## src/sv/cic_pkg.sv

```systemverilog
// Shared constants and types of the CIC decimator.
// Used by the interfaces, the front, queue, back and top-level modules.
`default_nettype none

package cic_pkg;

  // Filter structure
  localparam int STAGES    = 4;
  localparam int MAX_DELAY = 2;
  localparam int ACC_WIDTH = 48;

  // Port widths
  localparam int SAMPLE_WIDTH = 16;
  localparam int OUT_WIDTH    = 48;
  localparam int CFG_IDX_W    = 8;
  localparam int CFG_DATA_W   = 16;

  // Configuration register indexes and widths
  localparam logic [CFG_IDX_W-1:0] REG_DECIMATION = CFG_IDX_W'(0);
  localparam logic [CFG_IDX_W-1:0] REG_DIFF_DELAY = CFG_IDX_W'(1);
  localparam int RATE_W    = 13;
  localparam int PHASE_W   = 12;
  localparam int R_MAX     = 4096;
  localparam int DLYREG_W  = 2;
  localparam logic [RATE_W-1:0]   RATE_RESET  = RATE_W'(8);
  localparam logic [DLYREG_W-1:0] DELAY_RESET = DLYREG_W'(1);

  // Comb delay slot pointer
  localparam int PTR_W = (MAX_DELAY > 1) ? $clog2(MAX_DELAY) : 1;
  localparam int CNT_W = PTR_W + 1;

  // Queue between front and back
  localparam int QUEUE_DEPTH = 2;
  localparam int QPTR_W      = (QUEUE_DEPTH > 1) ? $clog2(QUEUE_DEPTH) : 1;
  localparam int QCNT_W      = $clog2(QUEUE_DEPTH + 1);

  typedef logic [ACC_WIDTH-1:0] acc_t;

  // Effective settings handed from the register file to the datapath
  typedef struct packed {
    logic [RATE_W-1:0] rate;   // R, 1..R_MAX
    logic [CNT_W-1:0]  delay;  // M, 1..MAX_DELAY
  } cic_cfg_t;

  // Queue handshake seen from the producer side
  typedef struct packed {
    logic valid;
    acc_t data;
  } cic_push_t;

endpackage

`default_nettype wire

```

## src/sv/cic_if.sv

```systemverilog
// Stream interfaces of the CIC decimator: input samples, filter results
// and configuration writes. Depends on cic_pkg.
`default_nettype none

interface cic_sample_if import cic_pkg::*; ();
  logic                           valid;
  logic                           ready;
  logic signed [SAMPLE_WIDTH-1:0] sample;
  modport source (output valid, output sample, input ready);
  modport sink   (input valid, input sample, output ready);
endinterface

interface cic_result_if import cic_pkg::*; ();
  logic                        valid;
  logic                        ready;
  logic signed [OUT_WIDTH-1:0] filtered;
  modport source (output valid, output filtered, input ready);
  modport sink   (input valid, input filtered, output ready);
endinterface

interface cic_cfg_if import cic_pkg::*; ();
  logic                  valid;
  logic                  ready;
  logic [CFG_IDX_W-1:0]  index;
  logic [CFG_DATA_W-1:0] data;
  modport source (output valid, output index, output data, input ready);
  modport sink   (input valid, input index, input data, output ready);
endinterface

`default_nettype wire

```

## src/sv/cic_decimator_top.sv

```systemverilog
// CIC decimator, top level: configuration registers, integrator front,
// queue and comb back. Depends on cic_pkg, cic_if, cic_front, cic_queue, cic_back.
//
// Usage:
//   samples : valid/ready stream of signed 16-bit input samples; a
//             transaction is taken whenever valid and ready are high.
//   results : valid/ready stream of signed 48-bit filter outputs, one for
//             every R accepted samples.
//   cfg     : write channel, index 0 = decimation factor R (13 bits),
//             index 1 = differential delay M (2 bits); always ready.
//             Write only while the filter is empty.
// Throughput: one sample per clock while no receiver stall backs up to the
// input. The four-stage integrator and comb pipelines each do one wide add
// or subtract per stage per cycle. A block-closing sample passes through
// integrator stages 0 to 3, a queue entry and comb stages 0 to 3 before it
// shows up on results.
// Reset (rst, synchronous): clears all sums, comb delays, the phase
// counter and slot pointer; R returns to 8 and M to 1.
// Receiver stall: results hold; the comb pipeline and a two-entry queue
// absorb outputs, and samples that do not close a block keep flowing until
// a block-closing sample finds the queue full.
`default_nettype none

module cic_decimator_top import cic_pkg::*; (
  input  wire logic   clk,
  input  wire logic   rst,
  cic_sample_if.sink  samples,
  cic_result_if.source results,
  cic_cfg_if.sink     cfg
);

  logic [RATE_W-1:0]   decimation_factor;
  logic [DLYREG_W-1:0] differential_delay;
  cic_cfg_t            eff;
  cic_push_t           push;
  logic                push_ready;
  logic                q_valid;
  logic                q_ready;
  acc_t                q_data;

  assign cfg.ready = 1'b1;

  // Hold configuration registers
  always_ff @(posedge clk) begin
    if (rst) begin
      decimation_factor  <= RATE_RESET;
      differential_delay <= DELAY_RESET;
    end else if (cfg.valid) begin
      case (cfg.index)
        REG_DECIMATION: decimation_factor  <= cfg.data[RATE_W-1:0];
        REG_DIFF_DELAY: differential_delay <= cfg.data[DLYREG_W-1:0];
        default: ;
      endcase
    end
  end

  // Clamp R and M to their legal ranges
  always_comb begin
    if (decimation_factor == '0) begin
      eff.rate = RATE_W'(1);
    end else if (32'(decimation_factor) > R_MAX) begin
      eff.rate = RATE_W'(R_MAX);
    end else begin
      eff.rate = decimation_factor;
    end
    if (differential_delay == '0) begin
      eff.delay = CNT_W'(1);
    end else if (32'(differential_delay) > MAX_DELAY) begin
      eff.delay = CNT_W'(MAX_DELAY);
    end else begin
      eff.delay = CNT_W'(differential_delay);
    end
  end

  cic_front u_front (
    .clk        (clk),
    .rst        (rst),
    .cfg        (eff),
    .in_valid   (samples.valid),
    .in_ready   (samples.ready),
    .in_sample  (samples.sample),
    .push       (push),
    .push_ready (push_ready)
  );

  cic_queue u_queue (
    .clk        (clk),
    .rst        (rst),
    .push       (push),
    .push_ready (push_ready),
    .pop_valid  (q_valid),
    .pop_ready  (q_ready),
    .pop_data   (q_data)
  );

  cic_back u_back (
    .clk       (clk),
    .rst       (rst),
    .cfg       (eff),
    .in_valid  (q_valid),
    .in_ready  (q_ready),
    .in_data   (q_data),
    .out_valid (results.valid),
    .out_ready (results.ready),
    .out_data  (results.filtered)
  );

endmodule

`default_nettype wire

```

## src/sv/cic_front.sv

```systemverilog
// Front part: pipelined integrator chain and decimation phase counter.
// Tags each sample that closes a block and forwards only those. Uses cic_pkg.
`default_nettype none

module cic_front import cic_pkg::*; (
  input  wire logic                           clk,
  input  wire logic                           rst,
  input  wire cic_cfg_t                       cfg,
  input  wire logic                           in_valid,
  output logic                                in_ready,
  input  wire logic signed [SAMPLE_WIDTH-1:0] in_sample,
  output cic_push_t                           push,
  input  wire logic                           push_ready
);

  // Each stage register is both the running sum and the value passed on
  acc_t             sum   [STAGES];
  logic [STAGES-1:0] vld;
  logic [STAGES-1:0] flg;
  logic [STAGES-1:0] can_load;
  logic [STAGES-1:0] leave;
  logic [STAGES-1:0] load;
  logic [PHASE_W-1:0] phase;
  logic [RATE_W-1:0]  phase_inc;
  logic               block_end;
  acc_t               x_ext;

  // Resolve the stage handshakes from the last stage backwards
  always_comb begin
    for (int i = STAGES - 1; i >= 0; i--) begin
      if (i == STAGES - 1) begin
        leave[i] = vld[i] & (~flg[i] | push_ready);
      end else begin
        leave[i] = vld[i] & can_load[i+1];
      end
      can_load[i] = ~vld[i] | leave[i];
    end
    for (int i = 0; i < STAGES; i++) begin
      if (i == 0) begin
        load[i] = in_valid & can_load[0];
      end else begin
        load[i] = leave[i-1];
      end
    end
  end

  assign in_ready  = can_load[0];
  assign x_ext     = ACC_WIDTH'(in_sample);
  assign phase_inc = {1'b0, phase} + RATE_W'(1);
  assign block_end = (phase_inc >= cfg.rate);

  // Count samples within the current block
  always_ff @(posedge clk) begin
    if (rst) begin
      phase <= '0;
    end else if (load[0]) begin
      phase <= block_end ? '0 : phase_inc[PHASE_W-1:0];
    end
  end

  // Advance valid and block-end tags
  always_ff @(posedge clk) begin
    if (rst) begin
      vld <= '0;
      flg <= '0;
    end else begin
      for (int i = 0; i < STAGES; i++) begin
        vld[i] <= load[i] | (vld[i] & ~leave[i]);
        if (load[i]) begin
          flg[i] <= (i == 0) ? block_end : flg[i-1];
        end
      end
    end
  end

  // Accumulate on each transaction entering a stage
  always_ff @(posedge clk) begin
    if (rst) begin
      for (int i = 0; i < STAGES; i++) begin
        sum[i] <= '0;
      end
    end else begin
      for (int i = 0; i < STAGES; i++) begin
        if (load[i]) begin
          sum[i] <= sum[i] + ((i == 0) ? x_ext : sum[i-1]);
        end
      end
    end
  end

  // Forward only block-closing sums
  assign push.valid = vld[STAGES-1] & flg[STAGES-1];
  assign push.data  = sum[STAGES-1];

endmodule

`default_nettype wire

```

## src/sv/cic_queue.sv

```systemverilog
// Short queue between the integrator front and the comb back.
// Holds decimated integrator sums. Uses cic_pkg.
`default_nettype none

module cic_queue import cic_pkg::*; (
  input  wire logic      clk,
  input  wire logic      rst,
  input  wire cic_push_t push,
  output logic           push_ready,
  output logic           pop_valid,
  input  wire logic      pop_ready,
  output acc_t           pop_data
);

  acc_t               mem [QUEUE_DEPTH];
  logic [QPTR_W-1:0]  wptr;
  logic [QPTR_W-1:0]  rptr;
  logic [QCNT_W-1:0]  count;
  logic               do_push;
  logic               do_pop;

  assign push_ready = (count != QCNT_W'(QUEUE_DEPTH));
  assign pop_valid  = (count != '0);
  assign do_push    = push.valid & push_ready;
  assign do_pop     = pop_valid & pop_ready;
  assign pop_data   = mem[rptr];

  // Store entries
  always_ff @(posedge clk) begin
    if (do_push) begin
      mem[wptr] <= push.data;
    end
  end

  // Track pointers and fill level
  always_ff @(posedge clk) begin
    if (rst) begin
      wptr  <= '0;
      rptr  <= '0;
      count <= '0;
    end else begin
      if (do_push) begin
        wptr <= (wptr == QPTR_W'(QUEUE_DEPTH - 1)) ? '0 : wptr + QPTR_W'(1);
      end
      if (do_pop) begin
        rptr <= (rptr == QPTR_W'(QUEUE_DEPTH - 1)) ? '0 : rptr + QPTR_W'(1);
      end
      if (do_push & ~do_pop) begin
        count <= count + QCNT_W'(1);
      end else if (do_pop & ~do_push) begin
        count <= count - QCNT_W'(1);
      end
    end
  end

endmodule

`default_nettype wire

```

## src/sv/cic_back.sv

```systemverilog
// Back part: pipelined comb chain with per-stage delay rows.
// Each transaction carries its delay slot pointer down the chain. Uses cic_pkg.
`default_nettype none

module cic_back import cic_pkg::*; (
  input  wire logic                 clk,
  input  wire logic                 rst,
  input  wire cic_cfg_t             cfg,
  input  wire logic                 in_valid,
  output logic                      in_ready,
  input  wire acc_t                 in_data,
  output logic                      out_valid,
  input  wire logic                 out_ready,
  output logic signed [OUT_WIDTH-1:0] out_data
);

  acc_t              val  [STAGES];
  acc_t              dly  [STAGES][MAX_DELAY];
  logic [PTR_W-1:0]  slot [STAGES];
  logic [STAGES-1:0] vld;
  logic [STAGES-1:0] can_load;
  logic [STAGES-1:0] leave;
  logic [STAGES-1:0] load;
  logic [PTR_W-1:0]  ptr;
  logic [PTR_W-1:0]  ptr_next;
  logic [CNT_W-1:0]  ptr_inc;

  // Resolve stage handshakes from the output backwards
  always_comb begin
    for (int j = STAGES - 1; j >= 0; j--) begin
      if (j == STAGES - 1) begin
        leave[j] = vld[j] & out_ready;
      end else begin
        leave[j] = vld[j] & can_load[j+1];
      end
      can_load[j] = ~vld[j] | leave[j];
    end
    for (int j = 0; j < STAGES; j++) begin
      if (j == 0) begin
        load[j] = in_valid & can_load[0];
      end else begin
        load[j] = leave[j-1];
      end
    end
  end

  assign in_ready = can_load[0];

  // Step the shared slot pointer, wrapping at M
  assign ptr_inc  = {1'b0, ptr} + CNT_W'(1);
  assign ptr_next = (ptr_inc >= cfg.delay) ? '0 : ptr_inc[PTR_W-1:0];

  always_ff @(posedge clk) begin
    if (rst) begin
      ptr <= '0;
    end else if (load[0]) begin
      ptr <= ptr_next;
    end
  end

  // Advance valid bits
  always_ff @(posedge clk) begin
    if (rst) begin
      vld <= '0;
    end else begin
      for (int j = 0; j < STAGES; j++) begin
        vld[j] <= load[j] | (vld[j] & ~leave[j]);
      end
    end
  end

  // Carry payload and slot index down the chain
  always_ff @(posedge clk) begin
    for (int j = 0; j < STAGES; j++) begin
      if (load[j]) begin
        if (j == 0) begin
          val[j]  <= in_data - dly[j][ptr_next];
          slot[j] <= ptr_next;
        end else begin
          val[j]  <= val[j-1] - dly[j][slot[j-1]];
          slot[j] <= slot[j-1];
        end
      end
    end
  end

  // Replace the delayed comb input in each row
  always_ff @(posedge clk) begin
    if (rst) begin
      for (int j = 0; j < STAGES; j++) begin
        for (int k = 0; k < MAX_DELAY; k++) begin
          dly[j][k] <= '0;
        end
      end
    end else begin
      for (int j = 0; j < STAGES; j++) begin
        if (load[j]) begin
          if (j == 0) begin
            dly[j][ptr_next] <= in_data;
          end else begin
            dly[j][slot[j-1]] <= val[j-1];
          end
        end
      end
    end
  end

  assign out_valid = vld[STAGES-1];
  assign out_data  = OUT_WIDTH'(val[STAGES-1]);

endmodule

`default_nettype wire

```

## src/flat_wrapper.sv

```systemverilog
// flat-port wrapper written by rule: the top's interface ports become plain ports
module cic_decimator_top_flat import cic_pkg::*;
  (clk, rst, samples_valid, samples_sample, samples_ready, results_valid, results_filtered, results_ready, cfg_valid, cfg_index, cfg_data, cfg_ready);
  cic_sample_if samples_i ();
  cic_result_if results_i ();
  cic_cfg_if cfg_i ();
  input  wire logic clk;
  input  wire logic rst;
  input wire logic [$bits(samples_i.valid)-1:0] samples_valid;
  input wire logic [$bits(samples_i.sample)-1:0] samples_sample;
  output wire logic [$bits(samples_i.ready)-1:0] samples_ready;
  output wire logic [$bits(results_i.valid)-1:0] results_valid;
  output wire logic [$bits(results_i.filtered)-1:0] results_filtered;
  input wire logic [$bits(results_i.ready)-1:0] results_ready;
  input wire logic [$bits(cfg_i.valid)-1:0] cfg_valid;
  input wire logic [$bits(cfg_i.index)-1:0] cfg_index;
  input wire logic [$bits(cfg_i.data)-1:0] cfg_data;
  output wire logic [$bits(cfg_i.ready)-1:0] cfg_ready;
  assign samples_i.valid = samples_valid;
  assign samples_i.sample = samples_sample;
  assign samples_ready = samples_i.ready;
  assign results_valid = results_i.valid;
  assign results_filtered = results_i.filtered;
  assign results_i.ready = results_ready;
  assign cfg_i.valid = cfg_valid;
  assign cfg_i.index = cfg_index;
  assign cfg_i.data = cfg_data;
  assign cfg_ready = cfg_i.ready;
  cic_decimator_top u_core (.clk(clk), .rst(rst), .samples(samples_i), .results(results_i), .cfg(cfg_i));
endmodule
```

## config.mk

```make
export PLATFORM = sky130hd
export DESIGN_NAME = cic_decimator_top_flat
export DESIGN_NICKNAME = d
export VERILOG_FILES = /design/src/sv/cic_pkg.sv /design/src/sv/cic_if.sv /design/src/sv/cic_decimator_top.sv /design/src/sv/cic_front.sv /design/src/sv/cic_queue.sv /design/src/sv/cic_back.sv /design/src/flat_wrapper.sv
export SDC_FILE = /design/constraint.sdc
export NUM_CORES = 2
export LEC_CHECK = 0
export BUFFER_PORTS_ARGS = -buffer_cell sky130_fd_sc_hd__buf_2
export CAP_MARGIN = 20
export CORE_MARGIN = 1.5
export CORE_UTILIZATION = 55
export CTS_CLUSTER_SIZE = 24
export DETAILED_ROUTE_END_ITERATION = 8
export PLACE_DENSITY = 0.68
export SLEW_MARGIN = 20
export SYNTH_ARGS = -nofsm -noshare
export SYNTH_HDL_FRONTEND = slang
export SYNTH_SLANG_ARGS = --single-unit
```

## constraint.sdc

```tcl
create_clock -name clk -period 4.7 [get_ports clk]
set_input_delay 0.235 -clock clk [delete_from_list [all_inputs] [get_ports clk]]
set_output_delay 0.235 -clock clk [all_outputs]
set_load 0.05 [all_outputs]
```

* After elaboration in Yosys (flattened, before gate mapping)
Memory sizes are Yosys's and may differ from the RTL's. A register that Yosys moved wholly into a read port is not among the register bits.
Cells that the tools add are included.
** Word-level totals
- Register bits after elaboration :: 44
- Memory bits (writable) :: 868
- Input bits :: 45
- Output and inout bits :: 51
- Logic and storage cells :: 959
- Memories :: 5
** Operators by class
- $add $sub $neg :: 14
- $lt $le $gt $ge :: 12
- Equal/unequal tests :: 2
- Multiplexer cells :: 452
- Bitwise logic cells :: 450
- Reductions and logical operators :: 11
** Memories
- u_core.u_back.dly :: depth 4, bits a word 96, read ports 4, clocked after Yosys merged registers in 0, wr ports 4, line cic_back.sv:18 : acc_t dly [STAGES][MAX_DELAY];
- u_core.u_back.val :: depth 4, bits a word 48, read ports 4, clocked after Yosys merged registers in 0, wr ports 4, line cic_back.sv:17 : acc_t val [STAGES];
- u_core.u_front.sum :: depth 4, bits a word 48, read ports 4, clocked after Yosys merged registers in 0, wr ports 4, line cic_front.sv:17 : acc_t sum [STAGES];
- u_core.u_queue.mem :: depth 2, bits a word 48, read ports 1, clocked after Yosys merged registers in 1, wr ports 1, line cic_queue.sv:15 : acc_t mem [QUEUE_DEPTH];
- u_core.u_back.slot :: depth 4, bits a word 1, read ports 3, clocked after Yosys merged registers in 0, wr ports 4, line cic_back.sv:19 : logic [PTR_W-1:0] slot [STAGES];
** Operator list (number)
- 48-bit two-way mux :: 20
- 1-bit two-way mux :: 417
- 1-bit bitwise OR :: 405
- 96-bit two-way mux :: 4
- 48-bit adder :: 4
- 48-bit demux with 1-bit select :: 4
- 48-bit subtractor :: 4
- 13-bit two-way mux :: 2
- 1-bit bitwise AND :: 22
- 1-bit inverter :: 19
- 12-bit by 1-bit adder with 13-bit output (second input constant) :: 1
- 13-bit >= comparator :: 1
- 13-bit > comparator (second input constant) :: 1
- 13-bit logical NOT :: 1
- 12-bit two-way mux :: 1
- 8-bit by 1-bit equality test with 1-bit output (second input constant) :: 1
- 2-bit >= comparator (second input constant) :: 4
- 8-bit logical NOT :: 1
- 2-bit by 1-bit < comparator with 1-bit output (second input constant) :: 4
- 2-bit two-way mux :: 4
- 1-bit inverter with 2-bit output :: 4
- 1-bit logical AND :: 4
- 2-bit AND reduction :: 2
- 2-bit nonzero test :: 2
- 8 further kinds :: 9

* Longest topological paths before layout
- Depth in word-level cells :: 15
- Mapped depth :: 17
- Mapped depth without buffers :: 15

* Modules after synthesis
A second synthesis with hierarchy kept.
** Unflattened totals
- Cells, all modules :: 5407
- Area total of the unflattened synthesis :: 55114.1 µm²
** By module, submodules not included
- cic_back :: times used 1, cells each 2987, area each 31858.1 µm², sequential area each 16045.4 µm²
- cic_front :: times used 1, cells each 2156, area each 18721.7 µm², sequential area each 6165.9 µm²
- cic_queue :: times used 1, cells each 173, area each 3678.5 µm², sequential area each 2982.9 µm²
- cic_decimator_top :: times used 1, cells each 91, area each 855.8 µm², sequential area each 280.3 µm²

* Worst setup path before layout
No wires, ideal clock.
- Path kind :: reg2reg
- Start :: reg u_core.u_queue.count[0]
- End :: mem u_core.u_queue.mem[0][0] in the netlist's numbering, enable pin
- Library setup time :: 0.513 ns
- Data arrival time :: 3.796 ns
- Required time :: 4.187 ns
- Path slack :: 0.391 ns
- Cell stages (with the launch flop) :: 3
- Buffers on the path :: 0
- Clock period less this slack :: 4.309 ns
- Path through :: dfxtp_1 -> nor2b_1 -> nor3_1
** Between the ends
- Longest elaborated chain between the ends :: 4
** RTL lines
- start: declaration :: line cic_queue.sv:18 : logic [QCNT_W-1:0] count;
- start signal: assignment :: line cic_queue.sv:49 : count <= count + QCNT_W'(1);
- start signal: assignment :: line cic_queue.sv:51 : count <= count - QCNT_W'(1);
- 2-bit != test :: line cic_queue.sv:22 : assign push_ready = (count != QCNT_W'(QUEUE_DEPTH));
- 1-bit bitwise AND :: line cic_queue.sv:24 : assign do_push = push.valid & push_ready;
- 1-bit two-way mux :: line cic_queue.sv:30 : if (do_push) begin
- 1-bit two-way mux (not written as such) :: line cic_queue.sv:31 : mem[wptr] <= push.data;
- end: declaration :: line cic_queue.sv:15
No other way between the ends.

==> out/metrics.json <==
{
  "yosys": {
    "ys_async_sr_fraction_pct": 0,
    "post_synth_instance_area_mm2": 0.0546,
    "synthesis.yosys.warnings": 0,
    "synth.ff_latch_count": 911,
    "edff_count_synth": 723,
    "avgSynthCellArea_um2": 10.2,
    "synth-main-ff-cell": "sky130_fd_sc_hd__edfxtp_1",
    "synth.yosys.seq_area_share_pct": 46.7,
    "syn-instance-count": 5348,
    "synth.distinct_cells": 83,
    "postSynthNetCount": 5792
  },
  "global_route": {
    "maximum_number_of_pins_on_one_net_before_global_route_repair": 114,
    "antenna_found_initial": 0,
    "grt_pass1_vias": 38243,
    "globalRouteTotalUtil_pct": 22.6,
    "gr-total-overflow": 0,
    "grt_first_pass_wirelength_mm": 191
  },
  "worst_setup_path": {
    "cp_data_required_time_ns": 5.11,
    "timing.reg2reg.worst_path_depth": 13,
    "worstSetupEndpointType": "flop",
    "cp-start-kind": "flop",
    "critical_path_arrival_ns": 4.81,
    "path_class": "flop to flop",
    "cp_max_fo": 29
  },
  "finish": {
    "layout.cells.most_common": "sky130_fd_sc_hd__edfxtp_1",
    "finalNetCount": 5790,
    "layout-area-overhead-vs-synth_pct": 9.58,
    "stdcell_count": 6718,
    "n_antenna_cell": 0,
    "drive_gt1_share_pct": 6.70,
    "layout.cells.most_common_list": "sky130_fd_sc_hd__edfxtp_1 (723), sky130_fd_sc_hd__nor2_1 (450), sky130_fd_sc_hd__a21oi_1 (422)"
  },
  "timing": {
    "final-hold-violation-count": 0,
    "setup_tns_ns": 0,
    "fin_crit_ns": 4.39,
    "grt_setup_unrepaired": "false",
    "worst_clock_skew_ns": 0.0217,
    "tightest_slew_ns": 1.04,
    "max_freq_ghz": 0.228,
    "tcrit_tclk_final_pct": 93.5,
    "setup_violations": 0,
    "maxSlewViolCount": 0,
    "slew_headroom_pct": 31.0
  },
  "clock_tree": {
    "cts.clk_slew.worst_paths_ns": 0.06,
    "numCtsBuffers": 99,
    "cts.path.max_buffers": 3,
    "number_of_h_tree_levels": 3,
    "clk_root_buffer_cell": "sky130_fd_sc_hd__clkbuf_16",
    "cts.sink_count": 911,
    "latest_clock_arrival_within_the_worst_skew_pair_ns": 0.67,
    "cts_setup_buffers": 0,
    "tritoncts": "yes"
  },
  "detailed_routing": {
    "via_per_inst": 5.80,
    "routedWlPerCell_um": 17.3,
    "drt_first_iter_violations": 2011,
    "route.detailed.drc": 0,
    "drt.antenna.violating_nets": 0,
    "via_count": 38942,
    "drt-total-wl_mm": 116,
    "firstDrtPassIters": 5
  },
  "hold_path": {
    "hold_path_depth": 5,
    "min_path_type": "input pin to flop"
  },
  "die": {
    "dieHeight_um": 318,
    "initial_utilization_pct": 55.5,
    "design.die.area_mm2": 0.101,
    "num_io_pins": 96,
    "core-area_mm2": 0.0984,
    "fp-row-count": 115,
    "die_x_um": 318
  },
  "place": {
    "half_perimeter_wire_length_of_the_detailed_placement_result_mm": 84.7,
    "dp_cells": 6515,
    "finalWeightedCongestion": 0.894,
    "io_buffers": 91
  },
  "power": {
    "vdd_ir_drop_max_v": 0.000332,
    "total_leakage_power_nw": 24.0,
    "cellPowerDensity_mw_per_mm2": 544
  },
  "status": {
    "run_status": "finished, final reports clean"
  },
  "run": {
    "cap_violations": 0
  }
}
-- worst paths after layout --
path	from	to	slack, ns
worst max register to register	flop	u_core.u_back.val[0][45]$_DFFE_PP_	0.31
worst max-delay path	flop	u_core.u_back.val[0][45]$_DFFE_PP_	0.31
worst min-delay path	cfg_index[5]	u_core.differential_delay[1]$_SDFFE_PP0P_	0.05
worst min register to register	u_core.u_front.flg[2]$_SDFFE_PP0P_	u_core.u_front.flg[3]$_SDFFE_PP0P_	0.46
-- cell type report --
cell class	count	area, um2
fill	8164	38600
multi-input combinational	4029	27700
sequential	911	25500
clock buffer	139	2910
tap	1287	1610
timing repair buffer	152	996
clock inverter	47	599
inverter	153	576
-- power by group --
| part | switching, W | total (W) | internal, W |
|---|---|---|---|
| Clock | 0.00325 | 0.00823 | 0.00498 |
| Combinational | 0.00748 | 0.0128 | 0.00530 |
| Sequential | 0.000710 | 0.0115 | 0.0108 |
| Total | 0.0114 | 0.0325 | 0.0211 |
-- metal layers --
layer	up-vias	GRT usage [%]	routed length, um
met2	677	40.7	57300
met1	18304	27.4	50400
met4	0	9.40	5010
met5	-	0	0
li1	19706	-	-
met3	255	2.46	3230
-- critical path, cell delays in order, from the launching register on --
cell and delay, ns:
sky130_fd_sc_hd__dfxtp_2 0.42, sky130_fd_sc_hd__buf_4 0.30, sky130_fd_sc_hd__buf_4 0.48, sky130_fd_sc_hd__mux2i_1 0.38, sky130_fd_sc_hd__inv_1 0.08, sky130_fd_sc_hd__ha_1 0.36, sky130_fd_sc_hd__a21oi_1 0.18, sky130_fd_sc_hd__o21ai_0 0.12
sky130_fd_sc_hd__a31oi_1 0.16, sky130_fd_sc_hd__o21ai_1 0.16, sky130_fd_sc_hd__a2111oi_0 0.85, sky130_fd_sc_hd__or3b_1 0.26, sky130_fd_sc_hd__nand2_1 0.09, sky130_fd_sc_hd__a221o_1 0.32
-- cells in the mapped netlist, types with 108 or more instances --
master | instances | share of area, %
sky130_fd_sc_hd__a21o_1 | 293 | 4.0
sky130_fd_sc_hd__a21oi_1 | 422 | 3.9
sky130_fd_sc_hd__and2_1 | 129 | 1.5
sky130_fd_sc_hd__clkbuf_1 | 220 | 1.5
sky130_fd_sc_hd__dfxtp_1 | 188 | 6.9
sky130_fd_sc_hd__edfxtp_1 | 723 | 40
sky130_fd_sc_hd__ha_1 | 391 | 9.0
sky130_fd_sc_hd__inv_1 | 153 | 1.1
sky130_fd_sc_hd__mux2i_1 | 256 | 4.7
sky130_fd_sc_hd__nand2_1 | 359 | 2.5
sky130_fd_sc_hd__nand2b_1 | 108 | 1.2
sky130_fd_sc_hd__nor2_1 | 450 | 3.1
sky130_fd_sc_hd__o21ai_0 | 338 | 3.1
sky130_fd_sc_hd__xnor2_1 | 191 | 3.1
sky130_fd_sc_hd__xor2_1 | 150 | 2.4
-- kinds of logic (layout without fill, tap and decap cells) --
| group | Yosys count | after routing | share of synthesized area, % |
|---|---|---|---|
| muxes | 262 | 262 | 4.82 |
| adders and majority gates | 399 | 399 | 9.26 |
| buffers and inverters | 408 | 491 | 2.82 |
| other | 1 | 1 | 0.00687 |
| DFF | 911 | 911 | 46.7 |
| AOI/OAI and AO/OA | 1445 | 1445 | 16.6 |
| and+or+nand+nor | 1581 | 1581 | 14.4 |
| xor gates and xnor gates | 341 | 341 | 5.47 |
-- timing repair --
item / in CTS / in global routing
hold endpoints to repair: 18 / 0
hold buffers: 17 / 0
resized for setup: 0 / 1
setup endpoints to repair: 0 / 2
-- sequential cells by signal (all words and copies together) (netlist names), 2 cells and up, named ones only --
name                      flops
u_core.u_queue.mem           96
u_core.u_back.vld             4
u_core.u_front.vld            4
u_core.u_back.dly           384
u_core.u_back.val           192
u_core.u_back.slot            3
u_core.u_front.sum          192
u_core.u_front.phase         12
u_core.u_queue.count          2
u_core.u_front.flg            4
u_core.decimation_factor     13
-- through the flow --
stage               worst slack (ns)  utilization, %  hold WS (ns)  cell area, um2  power [W]
floorplan                      0.391               -         0.353           54600     0.0215
global placement               0.323            57.0         0.439           56100     0.0242
detailed placement             0.272            57.0         0.448           56100     0.0244
CTS                            0.214            60.8       0.00140           59800     0.0327
global route                  0.0737            60.8        0.0506           59800     0.0346
finish                         0.307            60.8        0.0512           59800     0.0325
No activity file was read; power rests on OpenSTA's default activity.
